**config.mk**
```make
export PLATFORM = sky130hd
export DESIGN_NAME = hid_keyboard_report_differ_top_flat
export DESIGN_NICKNAME = d
export VERILOG_FILES = /design/src/hkrd_pkg.sv /design/src/hkrd_req_if.sv /design/src/hkrd_rsp_if.sv /design/src/hkrd_front.sv /design/src/hkrd_queue.sv /design/src/hkrd_back.sv /design/src/hid_keyboard_report_differ_top.sv /design/src/flat_wrapper.sv
export VERILOG_INCLUDE_DIRS = /design/src /design/src/src
export SDC_FILE = /design/constraint.sdc
export NUM_CORES = 1
export LEC_CHECK = 0
export ABC_AREA = 1
export BUFFER_PORTS_ARGS = -buffer_cell sky130_fd_sc_hd__buf_2
export CAP_MARGIN = 20
export CORE_UTILIZATION = 52
export DETAILED_ROUTE_END_ITERATION = 10
export GPL_TIMING_DRIVEN = 0
export PLACE_DENSITY = 0.65
export SYNTH_ARGS = -nofsm -noshare
export SYNTH_HDL_FRONTEND = slang
export SYNTH_HIERARCHICAL = 1
export SYNTH_SLANG_ARGS = --single-unit
```
**constraint.sdc**
```tcl
create_clock -name clock -period 11 [get_ports clock]
set_clock_uncertainty 0.2 [all_clocks]
set_input_delay 0 -clock clock [delete_from_list [all_inputs] [get_ports clock]]
set_output_delay 0 -clock clock [all_outputs]
set_load 0.01 [all_outputs]
```
**src/assert_macros.svh**
```systemverilog
// Assertion macros shared by the key event block.
// Included by the modules that carry concurrent assertions; no other dependencies.
`ifndef ASSERT_MACROS_SVH
`define ASSERT_MACROS_SVH

`ifndef SYNTHESIS

// Checks a property at every rising clock edge outside reset.
`define HKRD_ASSERT(label, clk, rst, prop) \
   label: assert property (@(posedge clk) disable iff (rst) (prop)) \
      else $error("hkrd assertion failed");

// Checks that a condition implies another in the same cycle.
`define HKRD_ASSERT_IMPLIES(label, clk, rst, pre, post) \
   label: assert property (@(posedge clk) disable iff (rst) (pre) |-> (post)) \
      else $error("hkrd assertion failed");

`else

`define HKRD_ASSERT(label, clk, rst, prop)
`define HKRD_ASSERT_IMPLIES(label, clk, rst, pre, post)

`endif

`endif

```
**src/hkrd_pkg.sv**
```systemverilog
// Types and constants for the HID boot keyboard report differ.
// Used by every module of the block; depends on nothing.
package hkrd_pkg;

   // Report layout.
   localparam int KEY_SLOTS = 6;
   localparam int MOD_BITS  = 8;
   localparam int CODE_W    = 8;

   // Event limits and special codes.
   localparam int MAX_EVENTS = 20;
   localparam logic [CODE_W-1:0] MODIFIER_BASE = 8'hE0;
   localparam logic [CODE_W-1:0] ROLLOVER_MAX  = 8'h03;

   // One candidate event per modifier bit, then a press and a release per key slot.
   localparam int EVENT_SLOTS = MOD_BITS + 2 * KEY_SLOTS;
   localparam int EVENT_IDX_W = $clog2(EVENT_SLOTS);
   localparam int SLOT_IDX_W  = (KEY_SLOTS > 1) ? $clog2(KEY_SLOTS) : 1;
   localparam int MOD_IDX_W   = $clog2(MOD_BITS);
   localparam int COUNT_W     = $clog2(MAX_EVENTS);

   typedef logic [KEY_SLOTS-1:0][CODE_W-1:0] key_array_type;
   typedef logic [EVENT_SLOTS-1:0]           event_mask_type;

   // A classified report waiting to be serialized into events.
   typedef struct packed {
      event_mask_type         mask;
      logic [MOD_BITS-1:0]    mods;
      key_array_type          new_keys;
      key_array_type          old_keys;
   } event_entry_type;

   // Queue occupancy seen by the top level and the back part.
   typedef struct packed {
      logic full;
      logic empty;
   } queue_status_type;

endpackage

```
**src/hkrd_req_if.sv**
```systemverilog
// Report channel: valid/ready handshake carrying one boot keyboard report.
// Standalone interface; no dependencies.
interface hkrd_req_if;
   logic       valid;
   logic       ready;
   logic [7:0] modifier_bits;
   logic [7:0] key_slot_0;
   logic [7:0] key_slot_1;
   logic [7:0] key_slot_2;
   logic [7:0] key_slot_3;
   logic [7:0] key_slot_4;
   logic [7:0] key_slot_5;

   modport source (
      output valid, modifier_bits, key_slot_0, key_slot_1, key_slot_2,
             key_slot_3, key_slot_4, key_slot_5,
      input  ready
   );

   modport sink (
      input  valid, modifier_bits, key_slot_0, key_slot_1, key_slot_2,
             key_slot_3, key_slot_4, key_slot_5,
      output ready
   );
endinterface

```
**src/hkrd_rsp_if.sv**
```systemverilog
// Event channel: valid/ready handshake carrying one key press or release.
// Standalone interface; no dependencies.
interface hkrd_rsp_if;
   logic       valid;
   logic       ready;
   logic [7:0] usage_code;
   logic       released;
   logic       last_event;

   modport source (
      output valid, usage_code, released, last_event,
      input  ready
   );

   modport sink (
      input  valid, usage_code, released, last_event,
      output ready
   );
endinterface

```
**src/hkrd_front.sv**
```systemverilog
// Front part: keeps the previous report and classifies each new one into an event mask.
// Depends on hkrd_pkg and assert_macros.svh.
`include "assert_macros.svh"

module hkrd_front (
   input  logic                       clock,
   input  logic                       reset,
   input  logic                       accept,
   input  logic [hkrd_pkg::MOD_BITS-1:0] mods,
   input  hkrd_pkg::key_array_type    keys,
   output logic                       push,
   output hkrd_pkg::event_entry_type  entry
);

   logic [hkrd_pkg::MOD_BITS-1:0] mods_ff, mods_in;
   hkrd_pkg::key_array_type       keys_ff, keys_in;
   logic                          rollover;
   hkrd_pkg::event_mask_type      mask;

   // A first slot holding an error code in 1..3 marks a rollover report.
   assign rollover = (keys[0] != '0) && (keys[0] <= hkrd_pkg::ROLLOVER_MAX);

   // Modifier changes, then per slot a press of a new key and a release of an old key.
   always_comb begin
      logic new_seen;
      logic old_seen;
      mask = '0;
      mask[hkrd_pkg::MOD_BITS-1:0] = mods ^ mods_ff;
      for (int s = 0; s < hkrd_pkg::KEY_SLOTS; s++) begin
         new_seen = 1'b0;
         old_seen = 1'b0;
         for (int k = 0; k < hkrd_pkg::KEY_SLOTS; k++) begin
            if (keys_ff[k] == keys[s]) begin
               new_seen = 1'b1;
            end
            if (keys[k] == keys_ff[s]) begin
               old_seen = 1'b1;
            end
         end
         mask[hkrd_pkg::MOD_BITS + 2 * s] =
            !rollover && (keys[s] > hkrd_pkg::ROLLOVER_MAX) && !new_seen;
         mask[hkrd_pkg::MOD_BITS + 2 * s + 1] =
            !rollover && (keys_ff[s] > hkrd_pkg::ROLLOVER_MAX) && !old_seen;
      end
   end

   // An unchanged report yields an empty mask and is not queued.
   assign push           = accept && (mask != '0);
   assign entry.mask     = mask;
   assign entry.mods     = mods;
   assign entry.new_keys = keys;
   assign entry.old_keys = keys_ff;

   // Stored report: modifiers always follow, keys only outside rollover.
   always_comb begin
      mods_in = mods_ff;
      keys_in = keys_ff;
      if (accept) begin
         mods_in = mods;
         if (!rollover) begin
            keys_in = keys;
         end
      end
   end

   always_ff @(posedge clock) begin
      if (reset) begin
         mods_ff <= '0;
         keys_ff <= '0;
      end else begin
         mods_ff <= mods_in;
         keys_ff <= keys_in;
      end
   end

   // A rollover report must leave the stored keys alone.
   `HKRD_ASSERT(rollover_keeps_keys_a, clock, reset, (accept && rollover) |=> $stable(keys_ff))
   // Only a report that carries at least one event is queued.
   `HKRD_ASSERT_IMPLIES(push_has_events_a, clock, reset, push, (entry.mask != '0))

endmodule

```
**src/hkrd_queue.sv**
```systemverilog
// Short queue of classified reports between the front and back parts.
// Depends on hkrd_pkg and assert_macros.svh.
`include "assert_macros.svh"

module hkrd_queue #(
   parameter int DEPTH = 2
) (
   input  logic                         clock,
   input  logic                         reset,
   input  logic                         push,
   input  hkrd_pkg::event_entry_type    push_entry,
   input  logic                         pop,
   output hkrd_pkg::event_entry_type    head,
   output hkrd_pkg::queue_status_type   status
);

   localparam int PTR_W   = (DEPTH > 1) ? $clog2(DEPTH) : 1;
   localparam int COUNT_W = $clog2(DEPTH + 1);

   hkrd_pkg::event_entry_type entries_ff [DEPTH];
   logic [PTR_W-1:0]          wr_ptr_ff, wr_ptr_in;
   logic [PTR_W-1:0]          rd_ptr_ff, rd_ptr_in;
   logic [COUNT_W-1:0]        count_ff, count_in;

   assign status.full  = (count_ff == COUNT_W'(DEPTH));
   assign status.empty = (count_ff == '0);
   assign head         = entries_ff[rd_ptr_ff];

   // Pointer and occupancy update; pointers wrap at the last entry.
   always_comb begin
      wr_ptr_in = wr_ptr_ff;
      rd_ptr_in = rd_ptr_ff;
      count_in  = count_ff;
      if (push) begin
         wr_ptr_in = (wr_ptr_ff == PTR_W'(DEPTH - 1)) ? '0 : wr_ptr_ff + PTR_W'(1);
      end
      if (pop) begin
         rd_ptr_in = (rd_ptr_ff == PTR_W'(DEPTH - 1)) ? '0 : rd_ptr_ff + PTR_W'(1);
      end
      if (push && !pop) begin
         count_in = count_ff + COUNT_W'(1);
      end else if (pop && !push) begin
         count_in = count_ff - COUNT_W'(1);
      end
   end

   always_ff @(posedge clock) begin
      if (reset) begin
         wr_ptr_ff <= '0;
         rd_ptr_ff <= '0;
         count_ff  <= '0;
      end else begin
         wr_ptr_ff <= wr_ptr_in;
         rd_ptr_ff <= rd_ptr_in;
         count_ff  <= count_in;
      end
   end

   // Entry storage carries no reset.
   always_ff @(posedge clock) begin
      if (push) begin
         entries_ff[wr_ptr_ff] <= push_entry;
      end
   end

   // Occupancy never passes the depth, and a full queue is not written unless it is popped at the same time.
   `HKRD_ASSERT(queue_bound_a, clock, reset, count_ff <= COUNT_W'(DEPTH))
   `HKRD_ASSERT_IMPLIES(no_push_when_full_a, clock, reset, status.full && !pop, !push)

endmodule

```
**src/hkrd_back.sv**
```systemverilog
// Back part: serializes the queued event masks into single press/release transactions.
// Depends on hkrd_pkg, hkrd_rsp_if and assert_macros.svh.
`include "assert_macros.svh"

module hkrd_back (
   input  logic                        clock,
   input  logic                        reset,
   input  hkrd_pkg::event_entry_type   head,
   input  hkrd_pkg::queue_status_type  status,
   output logic                        pop,
   hkrd_rsp_if.source                  rsp_bus
);

   logic                                  work_valid_ff, work_valid_in;
   hkrd_pkg::event_entry_type             work_ff, work_in;
   logic [hkrd_pkg::COUNT_W-1:0]          count_ff, count_in;
   logic                                  rsp_valid_ff, rsp_valid_in;
   logic [hkrd_pkg::CODE_W-1:0]           usage_ff;
   logic                                  released_ff;
   logic                                  last_ff;

   hkrd_pkg::event_mask_type              lowest;
   hkrd_pkg::event_mask_type              remaining;
   logic [hkrd_pkg::EVENT_IDX_W-1:0]      idx;
   logic [hkrd_pkg::EVENT_IDX_W-1:0]      key_pos;
   logic [hkrd_pkg::SLOT_IDX_W-1:0]       slot;
   logic [hkrd_pkg::CODE_W-1:0]           event_code;
   logic                                  event_released;
   logic                                  last;
   logic                                  emit;
   logic                                  load;

   // Lowest pending event of the current report.
   assign lowest    = work_ff.mask & (~work_ff.mask + hkrd_pkg::EVENT_SLOTS'(1));
   assign remaining = work_ff.mask & ~lowest;

   always_comb begin
      idx = '0;
      for (int i = 0; i < hkrd_pkg::EVENT_SLOTS; i++) begin
         if (lowest[i]) begin
            idx = idx | hkrd_pkg::EVENT_IDX_W'(i);
         end
      end
   end

   // Decode the event position into a usage code and a direction.
   assign key_pos = idx - hkrd_pkg::EVENT_IDX_W'(hkrd_pkg::MOD_BITS);
   assign slot    = key_pos[hkrd_pkg::SLOT_IDX_W:1];

   always_comb begin
      if (idx < hkrd_pkg::EVENT_IDX_W'(hkrd_pkg::MOD_BITS)) begin
         event_code     = hkrd_pkg::MODIFIER_BASE |
                          hkrd_pkg::CODE_W'(idx[hkrd_pkg::MOD_IDX_W-1:0]);
         event_released = !work_ff.mods[idx[hkrd_pkg::MOD_IDX_W-1:0]];
      end else if (key_pos[0]) begin
         event_code     = work_ff.old_keys[slot];
         event_released = 1'b1;
      end else begin
         event_code     = work_ff.new_keys[slot];
         event_released = 1'b0;
      end
   end

   // The run ends when nothing is pending or the event limit is reached.
   assign last = (remaining == '0) ||
                 (count_ff == hkrd_pkg::COUNT_W'(hkrd_pkg::MAX_EVENTS - 1));
   assign emit = work_valid_ff && (!rsp_valid_ff || rsp_bus.ready);
   assign load = !status.empty && (!work_valid_ff || (emit && last));
   assign pop  = load;

   // Working report and event counter.
   always_comb begin
      work_valid_in = work_valid_ff;
      work_in       = work_ff;
      count_in      = count_ff;
      if (emit) begin
         work_in.mask = remaining;
         if (last) begin
            work_valid_in = 1'b0;
            count_in      = '0;
         end else begin
            count_in = count_ff + hkrd_pkg::COUNT_W'(1);
         end
      end
      if (load) begin
         work_valid_in = 1'b1;
         work_in       = head;
      end
   end

   // Output register: a new event enters when the slot is free or being taken.
   always_comb begin
      rsp_valid_in = rsp_valid_ff;
      if (emit) begin
         rsp_valid_in = 1'b1;
      end else if (rsp_bus.ready) begin
         rsp_valid_in = 1'b0;
      end
   end

   always_ff @(posedge clock) begin
      if (reset) begin
         work_valid_ff <= 1'b0;
         count_ff      <= '0;
         rsp_valid_ff  <= 1'b0;
      end else begin
         work_valid_ff <= work_valid_in;
         count_ff      <= count_in;
         rsp_valid_ff  <= rsp_valid_in;
      end
   end

   // Payload registers carry no reset.
   always_ff @(posedge clock) begin
      work_ff <= work_in;
      if (emit) begin
         usage_ff    <= event_code;
         released_ff <= event_released;
         last_ff     <= last;
      end
   end

   assign rsp_bus.valid      = rsp_valid_ff;
   assign rsp_bus.usage_code = usage_ff;
   assign rsp_bus.released   = released_ff;
   assign rsp_bus.last_event = last_ff;

   // A live working report always has an event pending, and the count stays in range.
   `HKRD_ASSERT_IMPLIES(work_has_event_a, clock, reset, work_valid_ff, (work_ff.mask != '0))
   `HKRD_ASSERT(count_bound_a, clock, reset, count_ff < hkrd_pkg::COUNT_W'(hkrd_pkg::MAX_EVENTS))
   // Finishing a run with nothing queued leaves the back part empty.
   `HKRD_ASSERT(run_end_a, clock, reset, (emit && last && !load) |=> !work_valid_ff)

endmodule

```
**src/hid_keyboard_report_differ_top.sv**
```systemverilog
// Top level of the HID boot keyboard report differ.
// Depends on hkrd_pkg, hkrd_req_if, hkrd_rsp_if, hkrd_front, hkrd_queue and hkrd_back.

// Each accepted report is compared combinationally with the previously stored report, and
// the stored state is updated at once; a report that produces events is placed in a
// queue of QUEUE_DEPTH entries. The serializer behind the queue sends one event per
// cycle while the receiver keeps ready high, through a registered output, modifier
// changes first in bit order, then key presses and releases slot by slot, with
// last_event set on the final one and at most 20 events per report. A queued report
// carries 1 to 20 events (a report that causes no events is not queued), and reports
// are accepted back to back, one per cycle, while the queue has room.
module hid_keyboard_report_differ_top #(
   parameter int QUEUE_DEPTH = 2
) (
   input  logic          clock,
   input  logic          reset,
   hkrd_req_if.sink      req_bus,
   hkrd_rsp_if.source    rsp_bus
);

   logic                        accept;
   logic                        push;
   logic                        pop;
   hkrd_pkg::key_array_type     keys;
   hkrd_pkg::event_entry_type   push_entry;
   hkrd_pkg::event_entry_type   head;
   hkrd_pkg::queue_status_type  status;

   // A report transaction is taken whenever the queue can hold its events.
   assign req_bus.ready = !status.full;
   assign accept        = req_bus.valid && req_bus.ready;

   assign keys[0] = req_bus.key_slot_0;
   assign keys[1] = req_bus.key_slot_1;
   assign keys[2] = req_bus.key_slot_2;
   assign keys[3] = req_bus.key_slot_3;
   assign keys[4] = req_bus.key_slot_4;
   assign keys[5] = req_bus.key_slot_5;

   hkrd_front u_front (
      .clock  (clock),
      .reset  (reset),
      .accept (accept),
      .mods   (req_bus.modifier_bits),
      .keys   (keys),
      .push   (push),
      .entry  (push_entry)
   );

   hkrd_queue #(
      .DEPTH (QUEUE_DEPTH)
   ) u_queue (
      .clock      (clock),
      .reset      (reset),
      .push       (push),
      .push_entry (push_entry),
      .pop        (pop),
      .head       (head),
      .status     (status)
   );

   hkrd_back u_back (
      .clock   (clock),
      .reset   (reset),
      .head    (head),
      .status  (status),
      .pop     (pop),
      .rsp_bus (rsp_bus)
   );

endmodule

```
**src/flat_wrapper.sv**
```systemverilog
// flat-port wrapper written by rule: the top's interface ports become plain ports
module hid_keyboard_report_differ_top_flat 
#(
   parameter int QUEUE_DEPTH = 2
)
  (clock, reset, req_bus_valid, req_bus_modifier_bits, req_bus_key_slot_0, req_bus_key_slot_1, req_bus_key_slot_2, req_bus_key_slot_3, req_bus_key_slot_4, req_bus_key_slot_5, req_bus_ready, rsp_bus_valid, rsp_bus_usage_code, rsp_bus_released, rsp_bus_last_event, rsp_bus_ready);
  hkrd_req_if req_bus_i ();
  hkrd_rsp_if rsp_bus_i ();
  input  logic clock;
  input  logic reset;
  input wire logic [$bits(req_bus_i.valid)-1:0] req_bus_valid;
  input wire logic [$bits(req_bus_i.modifier_bits)-1:0] req_bus_modifier_bits;
  input wire logic [$bits(req_bus_i.key_slot_0)-1:0] req_bus_key_slot_0;
  input wire logic [$bits(req_bus_i.key_slot_1)-1:0] req_bus_key_slot_1;
  input wire logic [$bits(req_bus_i.key_slot_2)-1:0] req_bus_key_slot_2;
  input wire logic [$bits(req_bus_i.key_slot_3)-1:0] req_bus_key_slot_3;
  input wire logic [$bits(req_bus_i.key_slot_4)-1:0] req_bus_key_slot_4;
  input wire logic [$bits(req_bus_i.key_slot_5)-1:0] req_bus_key_slot_5;
  output wire logic [$bits(req_bus_i.ready)-1:0] req_bus_ready;
  output wire logic [$bits(rsp_bus_i.valid)-1:0] rsp_bus_valid;
  output wire logic [$bits(rsp_bus_i.usage_code)-1:0] rsp_bus_usage_code;
  output wire logic [$bits(rsp_bus_i.released)-1:0] rsp_bus_released;
  output wire logic [$bits(rsp_bus_i.last_event)-1:0] rsp_bus_last_event;
  input wire logic [$bits(rsp_bus_i.ready)-1:0] rsp_bus_ready;
  assign req_bus_i.valid = req_bus_valid;
  assign req_bus_i.modifier_bits = req_bus_modifier_bits;
  assign req_bus_i.key_slot_0 = req_bus_key_slot_0;
  assign req_bus_i.key_slot_1 = req_bus_key_slot_1;
  assign req_bus_i.key_slot_2 = req_bus_key_slot_2;
  assign req_bus_i.key_slot_3 = req_bus_key_slot_3;
  assign req_bus_i.key_slot_4 = req_bus_key_slot_4;
  assign req_bus_i.key_slot_5 = req_bus_key_slot_5;
  assign req_bus_ready = req_bus_i.ready;
  assign rsp_bus_valid = rsp_bus_i.valid;
  assign rsp_bus_usage_code = rsp_bus_i.usage_code;
  assign rsp_bus_released = rsp_bus_i.released;
  assign rsp_bus_last_event = rsp_bus_i.last_event;
  assign rsp_bus_i.ready = rsp_bus_ready;
  hid_keyboard_report_differ_top #(.QUEUE_DEPTH(QUEUE_DEPTH)) u_core (.clock(clock), .reset(reset), .req_bus(req_bus_i), .rsp_bus(rsp_bus_i));
endmodule
```
# Word-level counts from Yosys, hierarchy flattened

Memories as Yosys holds them, arrays and structs flattened. A register that Yosys moved wholly into a read port is not among the register bits.
Index checks and enable logic that the tools add are counted.

Flip-flop bits (word level): 201
Input bits: 60
Logic and storage cells: 317
RAM bits: 248
Memories kept: 1

Memories:

| memory                    | depth | bits a word | read ports | clocked after memory_dff | wr ports | line             | text |
|---|---|---|---|---|---|---|---|
| u_core.u_queue.entries_ff | 2     | 124         | 1          | 1                        | 1        | hkrd_queue.sv:20 | `hkrd_pkg::event_entry_type entries_ff [DEPTH];` |

$add $sub $neg: 7
Magnitude comparators: 16
Reduce and logical (&&, ||, !) cells: 65
Equality and inequality tests: 74
Muxes and demuxes: 117
Bitwise operators: 6

Operators by type and width:

| kind                                                       | count |
|---|---|
| equality test 8 bit                                        | 72 |
| 2-to-1 mux 124 bit                                         | 1 |
| > comparator 8 x 2 -> 1 bit, second input constant         | 12 |
| 2-to-1 mux 1 bit                                           | 87 |
| binary-select mux 8 bit (select 3 bit)                     | 2 |
| AND 20 bit                                                 | 2 |
| NOT 20 bit                                                 | 2 |
| logical AND 1 bit                                          | 32 |
| 2-to-1 mux 4 bit                                           | 8 |
| 2-to-1 mux 5 bit                                           | 5 |
| 2-to-1 mux 8 bit                                           | 3 |
| adder 20 x 1 -> 20 bit, second input constant              | 1 |
| zero test 1 bit                                            | 20 |
| zero test 20 bit                                           | 1 |
| 2-to-1 mux 20 bit                                          | 1 |
| nonzero test 20 bit                                        | 1 |
| 2-to-1 mux 3 bit                                           | 5 |
| <= comparator 8 x 2 -> 1 bit, second input constant        | 1 |
| less-than comparator 3 x 4 -> 1 bit, second input constant | 2 |
| 2-to-1 mux 2 bit                                           | 4 |
| nonzero test 2 bit                                         | 4 |
| nonzero test 8 bit                                         | 1 |
| bitwise XOR 8 bit                                          | 1 |
| adder 5 x 1 -> 5 bit, second input constant                | 1 |
| other kinds (12)                                           | 16 |

# Longest topological paths before layout

Depth in word-level cells: 27
Gate-level depth with buffers: 23
Depth with buffers taken out: 22

# Hierarchy

Netlist, hierarchy kept.

By module, submodules not included:

| module                         | instances | area each (um2) | cells each | seq. area each (um2) |
|---|---|---|---|---|
| hkrd_queue                     | 1         | 9415.3          | 419        | 7547.2 |
| hkrd_front                     | 1         | 7449.6          | 1303       | 1121.1 |
| hkrd_back                      | 1         | 6787.8          | 716        | 4164.0 |
| hid_keyboard_report_differ_top | 1         | 13.8            | 3          | 0.0 |

# Worst setup path before layout

Ideal clock, no wire load.

Kind: register -> register
From: reg u_core.u_front.keys_ff (netlist bit u_core/u_front/entry[6])
To: mem u_core/u_queue/entries_ff[0][0] (netlist bit), enable pin
Data required time: 10.191 ns
Library setup time: 0.609 ns
Arrival: 6.642 ns
Cell stages (with the launch flop): 18
Buffers on the path: 1
Setup slack: 3.549 ns
Path through: dfxtp_1 > buf_2 > inv_1 > nand2_1 > nand2_1 > nand3_1 > nor2_1 > nand2_1 > nand2_1 > nor2_1 > nand2_1 > nand2_1 > nor2_1 > nand2_1 > nor2_1 > nor2_1 > inv_1 > nor2_1

Word-level cells in the longest chain between the ends: 13

Ends and longest elaborated chain:

| what                                              | line                                 | text |
|---|---|---|
| start: declaration                                | hkrd_front.sv:16                     | `hkrd_pkg::key_array_type keys_ff, keys_in;` |
| start signal: assignment                          | hkrd_front.sv:72                     | `keys_ff <= keys_in;` |
| equality test 8 bit                               | hkrd_front.sv:33, hkrd_front.sv:36   |  |
| 2-to-1 mux 1 bit (on tied branches) (6 in series) | hkrd_front.sv:33, hkrd_front.sv:36   |  |
| zero test 1 bit (on tied branches)                | hkrd_front.sv:41, hkrd_front.sv:43   |  |
| logical AND 1 bit (on tied branches)              | hkrd_front.sv:41, hkrd_front.sv:43   |  |
| nonzero test 20 bit *                             | hkrd_front.sv:48                     | `assign push = accept && (mask != '0);` |
| logical AND 1 bit *                               | hkrd_front.sv:48                     |  |
| via u_core.push                                   | hid_keyboard_report_differ_top.sv:22 | `logic push;` |
| 2-to-1 mux 1 bit *                                | hkrd_queue.sv:61                     | `if (push) begin` |
| 2-to-1 mux 1 bit (not written as such) *          | hkrd_queue.sv:62                     | `entries_ff[wr_ptr_ff] <= push_entry;` |
| end: declaration                                  | hkrd_queue.sv:20                     |  |

The timed path passes the listed nets; every way through them passes the cells marked *.

# Worst setup path after layout

From: reg u_core.u_front.keys_ff (netlist bit u_core/u_front/entry[4])
To: mem u_core/u_queue/entries_ff[0][63] (netlist bit), enable pin

Same word-level chain as after synthesis.

==> flow_results.xml <==
<?xml version="1.0" encoding="UTF-8"?>
<metrics>
  <group name="outcome">
    <metric name="outcome" unit="">completed</metric>
  </group>
  <group name="place">
    <metric name="port_buffers" unit="">23</metric>
    <metric name="dp.final_hpwl" unit="µm">54800</metric>
    <metric name="post-place-ws" unit="ns">6.90</metric>
    <metric name="gp_congestion" unit="">0.980</metric>
  </group>
  <group name="floorplan">
    <metric name="dieHeight" unit="µm">215</metric>
    <metric name="core_area" unit="mm²">0.0445</metric>
    <metric name="die_width" unit="µm">215</metric>
    <metric name="total_die_area" unit="mm²">0.0464</metric>
    <metric name="start_util" unit="">0.532</metric>
    <metric name="ios" unit="">72</metric>
    <metric name="std_cell_rows" unit="">77</metric>
  </group>
  <group name="hold_path">
    <metric name="worst_hold_path_type" unit="">in2reg</metric>
    <metric name="hold_path.startpoint" unit="">req_bus_key_slot_5[6]</metric>
    <metric name="whs_endpoint" unit="">u_core/u_queue/entries_ff[1][94]$_DFFE_PP_</metric>
    <metric name="holdPathStages" unit="">2</metric>
  </group>
  <group name="routing">
    <metric name="dr_wl_met3" unit="µm">5950</metric>
    <metric name="m1WireLength" unit="µm">32400</metric>
    <metric name="ant_nets" unit="">0</metric>
    <metric name="dr.first_iter.drc_count" unit="">1919</metric>
    <metric name="drt-wirelength-per-cell" unit="µm">22.9</metric>
    <metric name="detail_route.first_pass.iterations" unit="">6</metric>
    <metric name="viasPerCell" unit="">5.40</metric>
    <metric name="routed.top_layer" unit="">met4</metric>
    <metric name="dr_total_vias" unit="">17600</metric>
    <metric name="wl_met2" unit="µm">33900</metric>
    <metric name="drc_errors" unit="">0</metric>
    <metric name="routed_wl" unit="µm">74400</metric>
  </group>
  <group name="sta">
    <metric name="timing.final.setup_violations" unit="">0</metric>
    <metric name="setup_tns" unit="ns">0</metric>
    <metric name="min_period" unit="ns">4.15</metric>
    <metric name="hold_viol_final" unit="">0</metric>
    <metric name="max_slew.worst_pin.slew" unit="ns">0.899</metric>
    <metric name="slew_headroom" unit="">0.401</metric>
    <metric name="max_clock_freq" unit="MHz">241</metric>
    <metric name="finalCritPeriodShare" unit="">0.378</metric>
    <metric name="grt_setup_unrepaired" unit="">false</metric>
    <metric name="finalWorstSetupSlack" unit="ns">6.85</metric>
    <metric name="final-max-slew-violation-count" unit="">0</metric>
    <metric name="timing.hold.ws" unit="ns">0.0309</metric>
  </group>
  <group name="synthesis">
    <metric name="synth_area_leader_cell" unit="">sky130_fd_sc_hd__edfxtp_1</metric>
    <metric name="postSynthNetCount" unit="">2503</metric>
    <metric name="synthesis.area" unit="mm²">0.0237</metric>
    <metric name="ys.warnings.count" unit="">6</metric>
    <metric name="yosys_register_bits" unit="">450</metric>
    <metric name="synth_cell_types" unit="">42</metric>
    <metric name="synth_area_leaders" unit="">sky130_fd_sc_hd__edfxtp_1, sky130_fd_sc_hd__nand2_1, sky130_fd_sc_hd__xnor2_1</metric>
    <metric name="synthesis.area_per_instance" unit="µm²">9.70</metric>
    <metric name="synth_cells" unit="">2441</metric>
    <metric name="synth_seq_area_share" unit="">0.542</metric>
    <metric name="synth_top_area_share" unit="">0.485</metric>
  </group>
  <group name="global_route">
    <metric name="grt_start_max_net_pins" unit="">83</metric>
    <metric name="grt_pass1_wl" unit="µm">109000</metric>
    <metric name="groute.usage.overall" unit="">0.324</metric>
    <metric name="gr-total-overflow" unit="">0</metric>
    <metric name="grt_pass1_vias" unit="">16700</metric>
    <metric name="antenna_found_initial" unit="">3</metric>
  </group>
  <group name="power_and_ir_drop">
    <metric name="clock_network_fraction_of_total_power" unit="">0.240</metric>
    <metric name="p_sw" unit="µW">2470</metric>
    <metric name="total_power_divided_by_cell_area" unit="mW/mm²">245</metric>
    <metric name="reported_leakage_power" unit="µW">0.0114</metric>
    <metric name="power.ir.vdd_worst" unit="mV">0.155</metric>
    <metric name="sw_frac_of_total" unit="">0.369</metric>
    <metric name="seq_power_share" unit="">0.396</metric>
    <metric name="p_comb_frac" unit="">0.363</metric>
    <metric name="total_power" unit="µW">6680</metric>
    <metric name="cellInternalPower" unit="µW">4210</metric>
  </group>
  <group name="setup_path">
    <metric name="timing.critical_path.fanout_max" unit="">27</metric>
    <metric name="worstSetupStartpointType" unit="">flip-flop</metric>
    <metric name="criticalPathCategory" unit="">reg2reg</metric>
    <metric name="critPathCaptureType" unit="">flip-flop</metric>
    <metric name="reg2reg_depth" unit="">20</metric>
    <metric name="worst_ep_arrival_time" unit="ns">4.24</metric>
    <metric name="regToRegSetupSlack" unit="ns">6.85</metric>
    <metric name="critPathRequiredTime" unit="ns">11.08</metric>
    <metric name="reg2reg_from" unit="">u_core/u_front/entry[4]$_SDFFE_PP0P_</metric>
    <metric name="worstReg2RegEnd" unit="">u_core/u_queue/entries_ff[0][63]$_DFFE_PP_</metric>
  </group>
  <group name="finish">
    <metric name="area.growth.synth_to_final" unit="%">15.2</metric>
    <metric name="final_layout_size_suffix_gt1_frac" unit="">0.175</metric>
    <metric name="nets" unit="">2682</metric>
    <metric name="layout.filler_cells" unit="">3734</metric>
  </group>
  <group name="cts">
    <metric name="cts.reportedPaths.clkPinSlew" unit="ns">0.06</metric>
    <metric name="cts-htree-levels" unit="">2</metric>
    <metric name="tritoncts_clock_tree" unit="">done</metric>
    <metric name="cts_num_sinks" unit="">450</metric>
    <metric name="postCtsResizedCells" unit="">0</metric>
    <metric name="numCtsBuffers" unit="">49</metric>
    <metric name="clk-insertion-delay-late" unit="ns">0.60</metric>
    <metric name="cts.root.buffer_cell" unit="">sky130_fd_sc_hd__clkbuf_16</metric>
    <metric name="cts_max_path_buffers" unit="">3</metric>
  </group>
  <group name="job">
    <metric name="maxCapViolCount" unit="">0</metric>
  </group>
</metrics>
==> power groups by stage <==
stage               combinational (µW)  clock (µW)  sequential, µW
finish                            2430        1610            2650
global route                      2610        1700            2690
CTS                               2400        1630            2640
detailed placement                2350           0            2680
global placement                  2280           0            2730
floorplan                         1560           0            2640
==> layout by cell type (no fill, tap or decap), types with 8 or more instances in the layout <==
cell	count
sky130_fd_sc_hd__mux2_4	60
sky130_fd_sc_hd__clkbuf_16	50
sky130_fd_sc_hd__nand4_1	26
sky130_fd_sc_hd__clkbuf_1	29
sky130_fd_sc_hd__nand2_1	657
sky130_fd_sc_hd__xor2_1	37
sky130_fd_sc_hd__nor2_1	213
sky130_fd_sc_hd__xnor2_1	168
sky130_fd_sc_hd__inv_1	223
sky130_fd_sc_hd__clkinv_2	8
sky130_fd_sc_hd__a21oi_1	57
sky130_fd_sc_hd__dfxtp_1	68
sky130_fd_sc_hd__nor3_1	8
sky130_fd_sc_hd__edfxtp_1	382
sky130_fd_sc_hd__mux2_2	64
sky130_fd_sc_hd__o21ai_1	18
sky130_fd_sc_hd__buf_4	65
sky130_fd_sc_hd__buf_6	16
sky130_fd_sc_hd__buf_2	132
sky130_fd_sc_hd__o21ai_0	45
sky130_fd_sc_hd__inv_2	14
sky130_fd_sc_hd__o211ai_1	12
sky130_fd_sc_hd__dlygate4sd3_1	98
sky130_fd_sc_hd__nand3_1	128
sky130_fd_sc_hd__nor2_4	8
==> what timing repair did <==
item / in CTS / in global routing
endpoints found under the hold margin: 200 / 0
setup buffers: 0 / 0
hold buffers: 98 / 0
setup endpoints to repair: 0 / 0
==> worst max-delay path by stage <==
stage | from | end | slack (ns) | depth (start not counted)
after floorplan | u_core/u_front/entry[6]$_SDFFE_PP0P_ | u_core/u_queue/entries_ff[0][0]$_DFFE_PP_ | 3.55 | 17
after global placement | u_core/u_front/entry[4]$_SDFFE_PP0P_ | u_core/u_queue/entries_ff[0][62]$_DFFE_PP_ | -0.88 | 17
after detailed placement | u_core/u_front/entry[4]$_SDFFE_PP0P_ | u_core/u_queue/entries_ff[0][60]$_DFFE_PP_ | 6.90 | 20
after CTS | u_core/u_front/entry[4]$_SDFFE_PP0P_ | u_core/u_queue/entries_ff[0][60]$_DFFE_PP_ | 6.88 | 20
after global routing | u_core/u_front/entry[4]$_SDFFE_PP0P_ | u_core/u_queue/entries_ff[0][71]$_DFFE_PP_ | 6.54 | 20
final | u_core/u_front/entry[4]$_SDFFE_PP0P_ | u_core/u_queue/entries_ff[0][63]$_DFFE_PP_ | 6.85 | 20
==> cells in the mapped netlist, drive strengths merged <==
library cell	count
o211ai	12
nor3b	1
inv	239
nand3b	5
clkbuf	14
and2	4
xor2	37
o21ai	64
nor3	10
o21bai	1
nor2	229
mux2	124
xnor2	168
dfxtp	68
nand3	131
ha	2
buf	192
clkinv	1
or2	10
edfxtp	382
a31oi	1
nand2	663
nand4	26
a21oi	57
==> per-stage QoR <==
step,utilization,cells,area (µm²)
final,0.612,3252,27300
after global routing,0.612,3251,27300
after CTS,0.612,3251,27300
after detailed placement,0.555,3063,24700
after global placement,0.551,3056,24500
after floorplan,-,2441,23700
==> sequential cells by signal, summed over array words and instances (netlist names), named ones only <==
signal and count:
u_core/u_queue/wr_ptr_ff 1, u_core/u_front/mods_ff 8, u_core/u_back/count_ff 5, u_core/u_back/work_valid_ff 1, u_core/u_back/rsp_bus.valid 1, u_core/u_back/rsp_bus.usage_code 8, u_core/u_back/rsp_bus.last_event 1, u_core/u_front/entry 48
u_core/u_queue/entries_ff 248, u_core/u_back/work_ff 124, u_core/u_queue/count_ff 2, u_core/u_back/rsp_bus.released 1, u_core/u_queue/rd_ptr_ff 1
==> kinds of logic after synthesis <==
| family | count (synthesis) | synth area share |
|---|---|---|
| xor gates and xnor gates | 205 | 0.0759 |
| AOI/OAI and AO/OA | 135 | 0.0301 |
| DFF | 450 | 0.542 |
| and+or+nand+nor | 1079 | 0.190 |
| adders and majority gates | 2 | 0.00106 |
| buffers and inverters | 446 | 0.0919 |
| muxes | 124 | 0.0685 |
==> layout make-up <==
class | instances | area [µm²] | share of cell area
Clock buffer | 67 | 1340 | 0.0490
Sequential cell | 450 | 12800 | 0.471
Buffer | 206 | 1270 | 0.0467
Antenna cell | 1 | 2.50 | 0.0000918
Timing Repair Buffer | 128 | 1270 | 0.0465
Tap cell | 592 | 741 | 0.0272
Clock inverter | 23 | 229 | 0.00840
Inverter | 240 | 911 | 0.0334
Multi-Input combinational cell | 1545 | 8670 | 0.318
==> critical path, stage by stage, from the launching register on <==
cell and delay, ns:
sky130_fd_sc_hd__dfxtp_1 0.54, sky130_fd_sc_hd__buf_2 0.31, sky130_fd_sc_hd__inv_1 0.20, sky130_fd_sc_hd__nand2_1 0.11, sky130_fd_sc_hd__nand2_1 0.05, sky130_fd_sc_hd__nand2_1 0.06, sky130_fd_sc_hd__nor2_1 0.07, sky130_fd_sc_hd__nand2_1 0.10
sky130_fd_sc_hd__nand2_1 0.10, sky130_fd_sc_hd__nor2_1 0.10, sky130_fd_sc_hd__nand2_1 0.16, sky130_fd_sc_hd__nand2_1 0.11, sky130_fd_sc_hd__nor2_1 0.04, sky130_fd_sc_hd__nand2_1 0.07, sky130_fd_sc_hd__nor2_1 0.05, sky130_fd_sc_hd__nor2_1 0.21
sky130_fd_sc_hd__inv_1 0.11, sky130_fd_sc_hd__nor2_4 0.54, sky130_fd_sc_hd__buf_12 0.29, sky130_fd_sc_hd__buf_16 0.19, sky130_fd_sc_hd__buf_12 0.20
==> routing by layer <==
layer  vias up  global-route usage
met5         -                   0
met4         0              0.0983
met3       116              0.0405
met2       770               0.511
met1      8467               0.466
li1       8197                   -
(Power assumes the default switching activity.)
